File: src/sv/xpr_pkg.sv
package xpr_pkg;

  localparam int unsigned FRAME_WIDTH_DEF  = 96;
  localparam int unsigned FRAME_HEIGHT_DEF = 84;

  localparam int unsigned IDX_W = 14;
  localparam int unsigned RUN_W = 5;

  localparam logic [7:0] HDR_END_BYTE = 8'hFF;

  localparam logic [1:0] KIND_PIXEL   = 2'd0;
  localparam logic [1:0] KIND_SET_END = 2'd1;
  localparam logic [1:0] KIND_TRUNC   = 2'd2;

  typedef struct packed {
    logic [1:0]       kind;
    logic [IDX_W-1:0] pixel_index;
    logic [3:0]       xor_first;
    logic [3:0]       xor_second;
    logic             out_of_frame;
  } result_t;

endpackage

File: src/sv/xpr_parse.sv
module xpr_parse #(
  parameter int unsigned FRAME_WIDTH  = xpr_pkg::FRAME_WIDTH_DEF,
  parameter int unsigned FRAME_HEIGHT = xpr_pkg::FRAME_HEIGHT_DEF
) (
  input  logic            clk,
  input  logic            rst_n,
  input  logic            accept,
  input  logic [7:0]      data_byte,
  input  logic            block_end,
  output logic            res_valid,
  output xpr_pkg::result_t res
);

  localparam int unsigned PixCount = FRAME_WIDTH * FRAME_HEIGHT;
  localparam int unsigned CMP_W    = ($clog2(PixCount + 1) > xpr_pkg::IDX_W) ?
                                     $clog2(PixCount + 1) + 1 : xpr_pkg::IDX_W + 1;

  typedef enum logic [1:0] {
    PH_LOW  = 2'd0,
    PH_HIGH = 2'd1,
    PH_DATA = 2'd2
  } phase_t;

  phase_t                         phase_r, phase_nxt;
  logic [7:0]                     hdr_low_r, hdr_low_nxt;
  logic [xpr_pkg::RUN_W-1:0]      left_r, left_nxt;
  logic [xpr_pkg::IDX_W-1:0]      idx_r, idx_nxt;
  logic [xpr_pkg::RUN_W-1:0]      remaining;
  logic                           oof;

  assign remaining = left_r - xpr_pkg::RUN_W'(1);
  assign oof = (CMP_W'(idx_r) + CMP_W'(1)) >= CMP_W'(PixCount);

  always_comb begin
    phase_nxt   = phase_r;
    hdr_low_nxt = hdr_low_r;
    left_nxt    = left_r;
    idx_nxt     = idx_r;
    res_valid   = 1'b0;
    res         = '0;
    case (phase_r)
      PH_HIGH: begin
        if (hdr_low_r == xpr_pkg::HDR_END_BYTE && data_byte == xpr_pkg::HDR_END_BYTE) begin
          res_valid = 1'b1;
          res.kind  = xpr_pkg::KIND_SET_END;
          phase_nxt = PH_LOW;
          hdr_low_nxt = '0;
          left_nxt  = '0;
          idx_nxt   = '0;
        end else if (block_end) begin
          res_valid = 1'b1;
          res.kind  = xpr_pkg::KIND_TRUNC;
          phase_nxt = PH_LOW;
          hdr_low_nxt = '0;
          left_nxt  = '0;
          idx_nxt   = '0;
        end else begin
          left_nxt  = {1'b0, data_byte[7:4]} + xpr_pkg::RUN_W'(1);
          idx_nxt   = {1'b0, data_byte[3:0], hdr_low_r, 1'b0};
          phase_nxt = PH_DATA;
        end
      end
      PH_DATA: begin
        res_valid = 1'b1;
        if (block_end && remaining != '0) begin
          res.kind = xpr_pkg::KIND_TRUNC;
        end else begin
          res.kind         = xpr_pkg::KIND_PIXEL;
          res.pixel_index  = idx_r;
          res.xor_first    = data_byte[7:4];
          res.xor_second   = data_byte[3:0];
          res.out_of_frame = oof;
        end
        if (block_end || remaining == '0) begin
          phase_nxt   = PH_LOW;
          hdr_low_nxt = '0;
          left_nxt    = '0;
          idx_nxt     = '0;
        end else begin
          left_nxt = remaining;
          idx_nxt  = idx_r + xpr_pkg::IDX_W'(2);
        end
      end
      default: begin
        if (block_end) begin
          res_valid   = 1'b1;
          res.kind    = xpr_pkg::KIND_TRUNC;
          phase_nxt   = PH_LOW;
          hdr_low_nxt = '0;
          left_nxt    = '0;
          idx_nxt     = '0;
        end else begin
          hdr_low_nxt = data_byte;
          phase_nxt   = PH_HIGH;
        end
      end
    endcase
  end

  always_ff @(posedge clk) begin
    if (!rst_n) begin
      phase_r   <= PH_LOW;
      hdr_low_r <= '0;
      left_r    <= '0;
      idx_r     <= '0;
    end else if (accept) begin
      phase_r   <= phase_nxt;
      hdr_low_r <= hdr_low_nxt;
      left_r    <= left_nxt;
      idx_r     <= idx_nxt;
    end
  end

endmodule

File: src/sv/xor_patch_record_parser.sv
// Channel  Direction  Handshake           Beat payload
// in_      input      in_valid/in_stall   data_byte, block_end
// out_     output     out_valid/out_stall kind, pixel_index, xor_first, xor_second, out_of_frame
//
// One input beat per cycle while in_stall is low; a result leaves from the output
// register. A byte's work is one pass of the parse logic into the output register;
// a skid register holds a second result while out_stall is high.
// in_stall rises only when both output and skid registers are full.
// rst_n is synchronous; it clears the parser state and the valid flags of both
// result registers.
module xor_patch_record_parser #(
  parameter int unsigned FRAME_WIDTH  = xpr_pkg::FRAME_WIDTH_DEF,
  parameter int unsigned FRAME_HEIGHT = xpr_pkg::FRAME_HEIGHT_DEF
) (
  input  logic                      clk,
  input  logic                      rst_n,
  input  logic                      in_valid,
  output logic                      in_stall,
  input  logic [7:0]                in_data_byte,
  input  logic                      in_block_end,
  output logic                      out_valid,
  input  logic                      out_stall,
  output logic [1:0]                out_kind,
  output logic [xpr_pkg::IDX_W-1:0] out_pixel_index,
  output logic [3:0]                out_xor_first,
  output logic [3:0]                out_xor_second,
  output logic                      out_out_of_frame
);

  logic              accept;
  logic              take;
  logic              res_valid;
  logic              res_v;
  xpr_pkg::result_t  res;
  xpr_pkg::result_t  main_r;
  xpr_pkg::result_t  skid_r;
  logic              main_valid_r;
  logic              skid_valid_r;

  assign in_stall = skid_valid_r;
  assign accept   = in_valid && !skid_valid_r;
  assign take     = main_valid_r && !out_stall;
  assign res_v    = accept && res_valid;

  xpr_parse #(
    .FRAME_WIDTH (FRAME_WIDTH),
    .FRAME_HEIGHT(FRAME_HEIGHT)
  ) u_parse (
    .clk      (clk),
    .rst_n    (rst_n),
    .accept   (accept),
    .data_byte(in_data_byte),
    .block_end(in_block_end),
    .res_valid(res_valid),
    .res      (res)
  );

  always_ff @(posedge clk) begin
    if (!rst_n) begin
      main_valid_r <= 1'b0;
      skid_valid_r <= 1'b0;
    end else if (take) begin
      if (skid_valid_r) begin
        main_r       <= skid_r;
        skid_valid_r <= 1'b0;
      end else begin
        main_r       <= res;
        main_valid_r <= res_v;
      end
    end else if (!main_valid_r) begin
      main_r       <= res;
      main_valid_r <= res_v;
    end else if (res_v) begin
      skid_r       <= res;
      skid_valid_r <= 1'b1;
    end
  end

  assign out_valid        = main_valid_r;
  assign out_kind         = main_r.kind;
  assign out_pixel_index  = main_r.pixel_index;
  assign out_xor_first    = main_r.xor_first;
  assign out_xor_second   = main_r.xor_second;
  assign out_out_of_frame = main_r.out_of_frame;

  a_skid_needs_main: assert property (@(posedge clk) disable iff (!rst_n)
    skid_valid_r |-> main_valid_r)
    else $error("skid register full while output register empty");

  a_skid_fill_on_stall: assert property (@(posedge clk) disable iff (!rst_n)
    $rose(skid_valid_r) |-> $past(out_stall))
    else $error("skid register filled without a stalled output");

  a_marker_fields_zero: assert property (@(posedge clk) disable iff (!rst_n)
    (out_valid && out_kind != xpr_pkg::KIND_PIXEL) |->
      (out_pixel_index == '0 && !out_out_of_frame && out_xor_first == '0))
    else $error("marker result carries pixel fields");

endmodule
File: config.mk
export PLATFORM = sky130hd
export DESIGN_NAME = xor_patch_record_parser
export DESIGN_NICKNAME = d
export VERILOG_FILES = /design/src/sv/xpr_pkg.sv /design/src/sv/xpr_parse.sv /design/src/sv/xor_patch_record_parser.sv
export SDC_FILE = /design/constraint.sdc
export NUM_CORES = 1
export LEC_CHECK = 0
export BUFFER_PORTS_ARGS = -buffer_cell sky130_fd_sc_hd__buf_2
export CAP_MARGIN = 25
export CORE_UTILIZATION = 57
export DETAILED_ROUTE_END_ITERATION = 8
export GPL_TIMING_DRIVEN = 0
export MAX_ROUTING_LAYER = met4
export PLACE_DENSITY = 0.78
export SETUP_SLACK_MARGIN = 0.4
export SLEW_MARGIN = 20
export SYNTH_ARGS = -nofsm -noshare
export SYNTH_HDL_FRONTEND = slang
export SYNTH_SLANG_ARGS = --single-unit
File: constraint.sdc
create_clock -name clk -period 8.75 [get_ports clk]
set_input_delay 2.625 -clock clk [delete_from_list [all_inputs] [get_ports clk]]
set_output_delay 2.625 -clock clk [all_outputs]
set_load 0.005 [all_outputs]
After elaboration in Yosys (flattened, before gate mapping)
Index checks and enable logic that the tools add are counted.

Register bits: 81. Latch bits: 0. Bits in writable memories: 0. Bits in read-only memories: 0. Output and inout port bits: 27. Logic and storage cells: 84. Memories kept: 0.

Add/sub/neg operators: 4. Multiply operators: 0. Divide/modulo/power cells: 0. Order comparisons: 1. Equal/unequal tests: 8. Shift operators: 0. Multiplexer cells: 35. Bitwise operators: 2. Reductions and logical operators: 18.

Operator list (number): two-way mux 25 bit (3); two-way mux 23 bit (2); two-way mux 14 bit (3); two-way mux 8 bit (4); case mux 14 bit (2 select lines) (1); two-way mux 5 bit (4); == test 8 bit (second input constant) (2); case mux 8 bit (2 select lines) (1); adder 14 x 1 -> 15 bit (second input constant) (1); greater-or-equal comparator 15 x 13 -> 1 bit (second input constant) (1); adder 14 x 2 -> 14 bit (second input constant) (1); two-way mux 13 bit (1); two-way mux 2 bit (6); case mux 5 bit (2 select lines) (1); case mux 2 bit (2 select lines) (2); AND reduction 2 bit (4); two-way mux 1 bit (6); adder 4 x 1 -> 5 bit (second input constant) (1); logical AND 1 bit (5); logical NOT 5 bit (1); nonzero test 5 bit (1); subtractor 5 x 1 -> 5 bit (second input constant) (1); inequality test 2 bit (second input constant) (2); AND reduction 4 bit (1); other kinds (11) (13).

Depth between registers and ports, before layout
Gate-level depths: netlist of run 1.

Depth in word-level cells: 7. Gate-level depth with buffers: 9.

Cells and area by module
From an unflattened synthesis of run 1, not the netlist that was laid out.

Cell total of the unflattened synthesis: 316. Area total of the unflattened synthesis: 3793.6 um^2.

By module, submodules not included: xor_patch_record_parser (instances 1, cells an instance 90, area each 2003.2 um^2, sequential area each 1541.5 um^2); xpr_parse (instances 1, cells an instance 226, area each 1790.5 um^2, sequential area each 560.5 um^2).

Worst setup path before layout of run 1
Ideal clock, no wire load.

Path kind: input to register. Start: input port in_data_byte[4]. End: register skid_r[0] (netlist bit) (enable). Setup time: 0.408 ns. Data arrival time: 4.600 ns. Path slack: 3.742 ns. Stages: 5. Buffers on the path: 0. Cells stage by stage: ha_1 -> nand3_1 -> nor4_1 -> o31ai_1 -> nor2_1.

Word-level cells in the longest chain between the ends: 6.

Ends and longest elaborated chain: start: declaration (RTL line xor_patch_record_parser.sv:19) `input logic [7:0] in_data_byte,`; == test 8 bit (RTL line xpr_parse.sv:43) `if (hdr_low_r == xpr_pkg::HDR_END_BYTE && data_byte == xpr_pkg::HDR_END_BYTE) begin`; logical AND 1 bit (RTL line xpr_parse.sv:43); two-way mux 1 bit (RTL line xpr_parse.sv:43); case mux 1 bit (2 select lines) (RTL line xpr_parse.sv:41) `case (phase_r)`; logical AND 1 bit (RTL line xor_patch_record_parser.sv:43) `assign res_v = accept && res_valid;`; AND reduction 4 bit (no line); end signal: assignment (RTL line xor_patch_record_parser.sv:74) `skid_r <= res;`; end: declaration (RTL line xor_patch_record_parser.sv:36) `xpr_pkg::result_t skid_r;`.

Every way passes these cells. A chain may end at the register's enable or synchronous reset.

Worst setup path after layout of run 1
Start: input port in_data_byte[4]. End: register skid_r[17] (netlist bit) (enable).

Same word-level chain as after synthesis.

==> metrics, run 1 <==
setup TNS 0 ns; setup bufs post-CTS 0; Synth Warn # 0; FF+latch count, synth 80; Critical Path Max Stage Delay 0.63 ns; largest net degree at the start of global routing 27; CTS max path bufs 2; CTS tree done; Worst Setup End Kind register; Pre-antenna DRT Iters 5; clock share of power 40.7%; layout cells sized above 1 28.61%; GRT overflow 0; H-Tree Depth 3; DP Wirelength 5.812 mm; routability cong. 0.9268; combinational group share of total power 5.0%; relative slew slack 46.82%; FMAX 216.3 MHz; WL per Instance 17.16 um; Avg Cell Area, Syn 11.38 sq um; cts hold-fix bufs 0; num rows 29; CP max-delay cell nor4_1; Final ANT Viol Nets 0; share of the core filled with cells 67.71%; max_cap viols 0; sequence of cells on the critical path buf_2 -> ha_1 -> nand3_1 -> nor4_1 -> o31ai_1 -> nor2_4; Area growth, synth to finish 14.13%; crit path time final 4.624 ns; Switching Fraction 22.73%; global-route wire length before repair 13.13 mm; number of global-route vias before repair 2619; final wirelength 7.981 mm; Syn Std Cell Area 3789 sq um; Post-synth ARST share 0%; status complete, no violations; Setup Crit Path Kind input port to register; core area 6386 sq um; clock latency at the later pin of the worst-skew pair 0.35 ns; Final Cycle Share 52.84%; ANT cells 0; commonest non-fill, non-tap cell in the layout edfxtp_1; WP buf/inv 1; Syn Inst Count 333; Nets 402; startpoint types input port; via count 2849; Fillers 511; Die Area 6976 sq um; EDFF count, synth 50; Unique masters post-synth 53; most frequent cells in the layout 50 x edfxtp_1, 42 x buf_2, 30 x dfxtp_1; prevailing post-synth register cell edfxtp_1; Overall Global Routing Usage 24.98%; initial antenna violation count 0; DRC viols 0; register area share after synthesis 55.48%; Critical Path AT 4.61 ns; worst-margin pin slew 0.7917 ns; final setup fails 0; Reg power frac 54.3%; Layout Skew 0.007200 ns; P_int 0.5825 mW; Starting Density 59.33%; Die W 83.53 um; CP delay by family, top simple AND/OR/NAND/NOR gates; LEAKAGE 1.574 nW; Slew Limit Fails 0; total power 0.7538 mW; Worst Path Max Fanout 26; hold crit path type register to register; clk sinks 80; Final Hold Viols 0; port bufs 39; P_sw 0.1713 mW; CTS clock-pin slew for the worst setup and hold paths 0.08 ns; Die H 83.53 um; clk root buf clkbuf_8; Avg Vias per Cell 6.127; power per cell area 174.3 nW/um^2; post-CTS sizing 0; Ports 40; Num CTS Buffers 9; CP required 8.74 ns; Syn Nets 352; Worst VDD drop 0.1948 mV; drt first-iter violations 134; unrepaired setup endpoints after global routing false
## tightest hold or removal path, stage by stage, from the launching register on
cell,delay (ns)
dfxtp_1,0.33
nand2_1,0.05
o21ai_0,0.06
## metal layers
layer	global-route usage, %	routed length, um	vias to the layer above
met4	12.02	199	0
li1	-	-	1346
met5	-	0	-
met1	32.96	3577	1373
met2	37.85	3738	112
met3	4.253	465	18
## worst paths after layout
path / start / slack, ns / to / cells after the start
max: in_data_byte[4] / 4.13 / skid_r[17] / 6
min: u_parse.hdr_low_r[6] / 0.49 / u_parse.hdr_low_r[6] / 2
max reg2reg: u_parse.left_r[0] / 6.21 / u_parse.hdr_low_r[5] / 8
min reg2reg: u_parse.hdr_low_r[6] / 0.49 / u_parse.hdr_low_r[6] / 2
## area by class of cell
class | count | area, sq um | area share (%)
buffer | 12 | 63.81 | 1.476
sequential | 80 | 2102 | 48.61
clock buffer | 9 | 123.9 | 2.865
tap | 77 | 96.34 | 2.228
timing repair buffer | 39 | 195.2 | 4.514
inverter | 14 | 52.55 | 1.215
multi-input combinational | 227 | 1589 | 36.75
clock inverter | 7 | 101.3 | 2.344
## cell families after synthesis
group	count (synthesis)	share of synthesized area [%]
simple gates	129	20.08
flops	80	55.48
compound gates	59	10.27
mux	26	7.629
buf+inv	26	3.071
fa+ha+maj	6	1.981
xor+xnor	6	1.387
other cells	1	0.09898
## through the flow
| stage | setup WS [ns] | std cells | area, sq um | hold WS [ns] |
|---|---|---|---|---|
| final | 4.126 | 465 | 4324 | 0.4878 |
| after global routing | 3.952 | 465 | 4324 | 0.5047 |
| after CTS | 4.137 | 465 | 4324 | 0.4890 |
| after detailed placement | 3.763 | 449 | 4099 | 0.4775 |
| after global placement | 2.911 | 449 | 4080 | 0.4652 |
| after floorplan | 3.742 | 333 | 3789 | 0.4472 |
## synthesized netlist by cell type (4+ instances only)
cell type | number | share of area [%]
edfxtp_1 | 50 | 40
dfxtp_1 | 30 | 16
nand2_1 | 24 | 2.4
mux2_2 | 23 | 6.8
and2_4 | 20 | 4.6
o21ai_0 | 16 | 2.1
nor2_1 | 14 | 1.4
inv_1 | 13 | 1.3
nand3_1 | 13 | 1.7
nand4_1 | 11 | 1.8
a21oi_1 | 10 | 1.3
nor3_1 | 10 | 1.3
a22oi_1 | 7 | 1.4
clkbuf_1 | 6 | 0.59
ha_1 | 6 | 2.0
o31ai_1 | 5 | 0.99
and2_1 | 4 | 0.66
and3_1 | 4 | 0.66
nand2b_1 | 4 | 0.66
nor4_1 | 4 | 0.66
xor2_1 | 4 | 0.92
## registers in the layout (all words and copies together), names as in the netlist
signal,count
out_out_of_frame,1
out_valid,1
in_stall,1
u_parse.hdr_low_r,8
u_parse.idx_r,13
out_kind,2
out_xor_second,4
skid_r,25
out_xor_first,4
out_pixel_index,14
u_parse.left_r,5
u_parse.phase_r,2
## power by group through the flow
stage / clock [mW] / sequential (mW) / combinational (mW)
after global placement: 0 / 0.418 / 0.0359
final: 0.307 / 0.409 / 0.0375
after floorplan: 0 / 0.418 / 0.0187
after detailed placement: 0 / 0.418 / 0.0371
after CTS: 0.308 / 0.409 / 0.0373
after global routing: 0.325 / 0.410 / 0.0409
(Power assumes the default switching activity.)
==> run 2, diff against run 1 <==
Settings changed: ABC_AREA set to 1, PLACE_DENSITY 0.78 to 0.77.
Clock period 8.75 ns to 4.6 ns, I/O delays scaled along.
==> run 2 against run 1 <==
Against the previous run: hold slack worse by 0.0041 ns; largest power group unchanged; global-route usage hardly changed; die area is 12% higher; synthesized cell count is 45% higher; clock power is 74% higher; routed wire length is 7.1% higher; total power is 94% higher; worst setup slack worse by 2.6 ns; core utilization is 1.1 points lower; clock-buffer cell count stayed put; critical path depth is 4 higher.
==> metrics, run 2 <==
status complete, no violations; max reg flops 25 (unchanged); P_int 1.084 mW (+86%); Layout Skew 0.01597 ns (+0.008772 ns); Final Hold Viols 0 (unchanged); FF+latch count, synth 80 (unchanged); final instance area 4802 sq um (+11%); Post-synth top cells 133 x nand2_1, 51 x nor2_1, 50 x edfxtp_1, 48 x inv_1, 45 x a21oi_1; final setup fails 0 (unchanged); most frequent cells in the layout 133 x nand2_1, 50 x nor2_1, 50 x edfxtp_1; GRT overflow 0 (unchanged); most frequent cell after synthesis nand2_1; setup TNS 0 ns (unchanged); final wirelength 8.545 mm (+7.1%); routability cong. 0.8922 (-3.7%); RR Startpoint u_parse.phase_r[0]; Syn Std Cell Area 4240 sq um (+12%); Post-synth ARST share 0% (unchanged); register area share after synthesis 49.57% (-5.9 points); FMAX 324.2 MHz; Syn Inst Count 484 (+45%); DP Wirelength 6.376 mm (+9.7%); Worst Path Max Fanout 25 (-3.8%); Reg with most FFs skid_r; Worst VDD drop 0.1582 mV (-19%); pre-CTS setup slack 1.134 ns (-2.629 ns); combinational group share of total power 9.6% (+4.6 points); worst-margin pin slew 0.7366 ns (-0.05512 ns); initial antenna violation count 0 (unchanged); DRC viols 0 (unchanged); Slew Limit Fails 0 (unchanged); Worst Setup End Kind register; Num CTS Buffers 9 (unchanged); H-Tree Depth 3 (unchanged); clock latency at the later pin of the worst-skew pair 0.36 ns (about the same); drt first-iter violations 235 (+75%); top-area cell type share of the netlist area 35.41% (-4.2 points); Worst Hold Path EP u_parse.hdr_low_r[4]; CP required 4.59 ns (-4.15 ns); Unique masters post-synth 33 (-38%); via count 3250 (+14%); num rows 31 (+6.9%); post-CTS sizing 0 (unchanged); WL per Instance 13.39 um (-22%); Die H 88.25 um (+5.7%); Starting Density 58.78% (-0.55 points); Overall Global Routing Usage 24.94% (-0.040 points); core area 7214 sq um (+13%); crit path time final 3.084 ns; setup bufs post-CTS 0 (unchanged); Die W 88.25 um (+5.7%); ANT cells 0 (unchanged); prevailing post-synth register cell edfxtp_1; Critical Path AT 3.08 ns (-1.53 ns); port bufs 38 (-2.6%); R2R Path End skid_r[17]; Setup Crit Path Kind input port to register; Switching Fraction 25.77% (+3.0 points); global-route wire length before repair 14.26 mm (+8.6%); reg2reg setup slack 2.19 ns (-4.02 ns); layout cells sized above 1 22.63% (-6.0 points); max_cap viols 0 (unchanged); unrepaired setup endpoints after global routing false; Final ANT Viol Nets 0 (unchanged); number of global-route vias before repair 3053 (+17%); Pre-antenna DRT Iters 5 (unchanged); hold crit path type register to register; CTS tree done; CTS max path bufs 2 (unchanged); P_sw 0.3762 mW (+120%); Area growth, synth to finish 13.25%; Die Area 7788 sq um (+12%); relative slew slack 50.78% (+4.0 points); LEAKAGE 1.881 nW (+19%); clk sinks 80 (unchanged); startpoint types input port; Syn Nets 503 (+43%); hold path cells 2 (unchanged); Reg power frac 53.9% (-0.4 points); clock share of power 36.5% (-4.2 points); commonest non-fill, non-tap cell in the layout nand2_1; CTS clock-pin slew for the worst setup and hold paths 0.09 ns (about the same); Nets 553 (+38%); leading area contributor after synthesis edfxtp_1; largest cells by area after synthesis edfxtp_1 35%, dfxtp_1 14%, nand2_1 12%, nor2_4 5.8%, a21oi_1 5.3%; power per cell area 304.0 nW/um^2 (+74%); Final Cycle Share 67.05%; Reg2Reg Depth 7 (-1); Synth Warn # 0 (unchanged); setup ws final 1.516 ns (-2.611 ns); Avg Cell Area, Syn 8.761 sq um (-23%); cts hold-fix bufs 0 (unchanged); share of the core filled with cells 66.56% (-1.1 points); hold_sp u_parse.hdr_low_r[4]; Ports 40 (unchanged); EDFF count, synth 50 (unchanged); DP Area 4601 sq um (+12%); Avg Vias per Cell 5.094 (-17%); clk root buf clkbuf_8; largest net degree at the start of global routing 26 (-3.7%)
[run 2: cell count changes in the layout (fill, tap and decap cells not counted), sizes merged, moves of 5 or more]
cell	previous run	this run
xor2	4	10
and2	25	0
and3	5	0
buf	45	54
nand3	13	18
inv	16	57
nand2	24	143
o21ai	16	4
a21oi	10	45
mux2	23	0
nor2	14	80
o31ai	5	0
a22oi	7	0
[run 2: cell type report]
class	count	area (sq um)
clock buffers	9	123.9
well taps	99	123.9
repair buffers	39	217.7
inverters	56	215.2
multi-input cells	329	1772
fillers	614	2412
plain buffers	19	170.2
flip-flops and latches	80	2102
clock inverters	7	77.57
[run 2: stage by stage]
| step | hold WS (ns) | cells | power (mW) |
|---|---|---|---|
| 5_1_grt | 0.5016 | 638 | 1.517 |
| 6_report | 0.4838 | 638 | 1.460 |
| 3_5_place_dp | 0.4682 | 622 | 0.9437 |
| 4_1_cts | 0.4802 | 638 | 1.466 |
| 3_3_place_gp | 0.4700 | 621 | 0.9330 |
| 2_1_floorplan | 0.4515 | 484 | 0.8948 |
[run 2: critical path: stages]
cell     delay [ns]
buf_2          0.12
ha_1           0.20
nand2_2        0.07
nor2_2         0.15
nand2_2        0.09
nor2_4         0.16
nand2_1        0.08
nand4_1        0.09
nand2_1        0.13
nor2_4         0.58
[run 2: power by group through the flow]
stage	sequential (mW)	clock, mW	combinational, mW
after floorplan	0.805	0	0.0894
after global placement	0.803	0	0.130
after detailed placement	0.804	0	0.140
after CTS	0.787	0.539	0.140
after global routing	0.790	0.573	0.154
final	0.787	0.533	0.140
[run 2: how the worst max path moves through the flow]
stage	startpoint	end	slack [ns]	cells past startpoint
global route	in_data_byte[4]	skid_r[20]	1.40	10
detailed placement	in_data_byte[4]	skid_r[16]	1.13	10
floorplan	in_data_byte[4]	skid_r[0]	0.96	9
CTS	in_data_byte[4]	skid_r[5]	1.52	10
finish	in_data_byte[4]	skid_r[17]	1.52	10
global placement	in_data_byte[4]	skid_r[16]	0.31	10
[run 2: per-layer routing]
metal / wire length, um / global-route usage, %
met2: 4217 / 41.05
met5: 0 / -
met1: 3934 / 31.81
met4: 51 / 5.718
met3: 341 / 5.037
[run 2: logic make-up after synthesis]
kind of cell | count (synthesis) | synth area share [%]
AO/OA/AOI/OAI | 50 | 5.931
XOR/XNOR | 11 | 2.272
adder cells (fa/ha/maj) | 6 | 1.770
buffers and inverters | 75 | 9.088
flip-flops | 80 | 49.57
other | 1 | 0.08844
AND/OR/NAND/NOR | 261 | 31.28
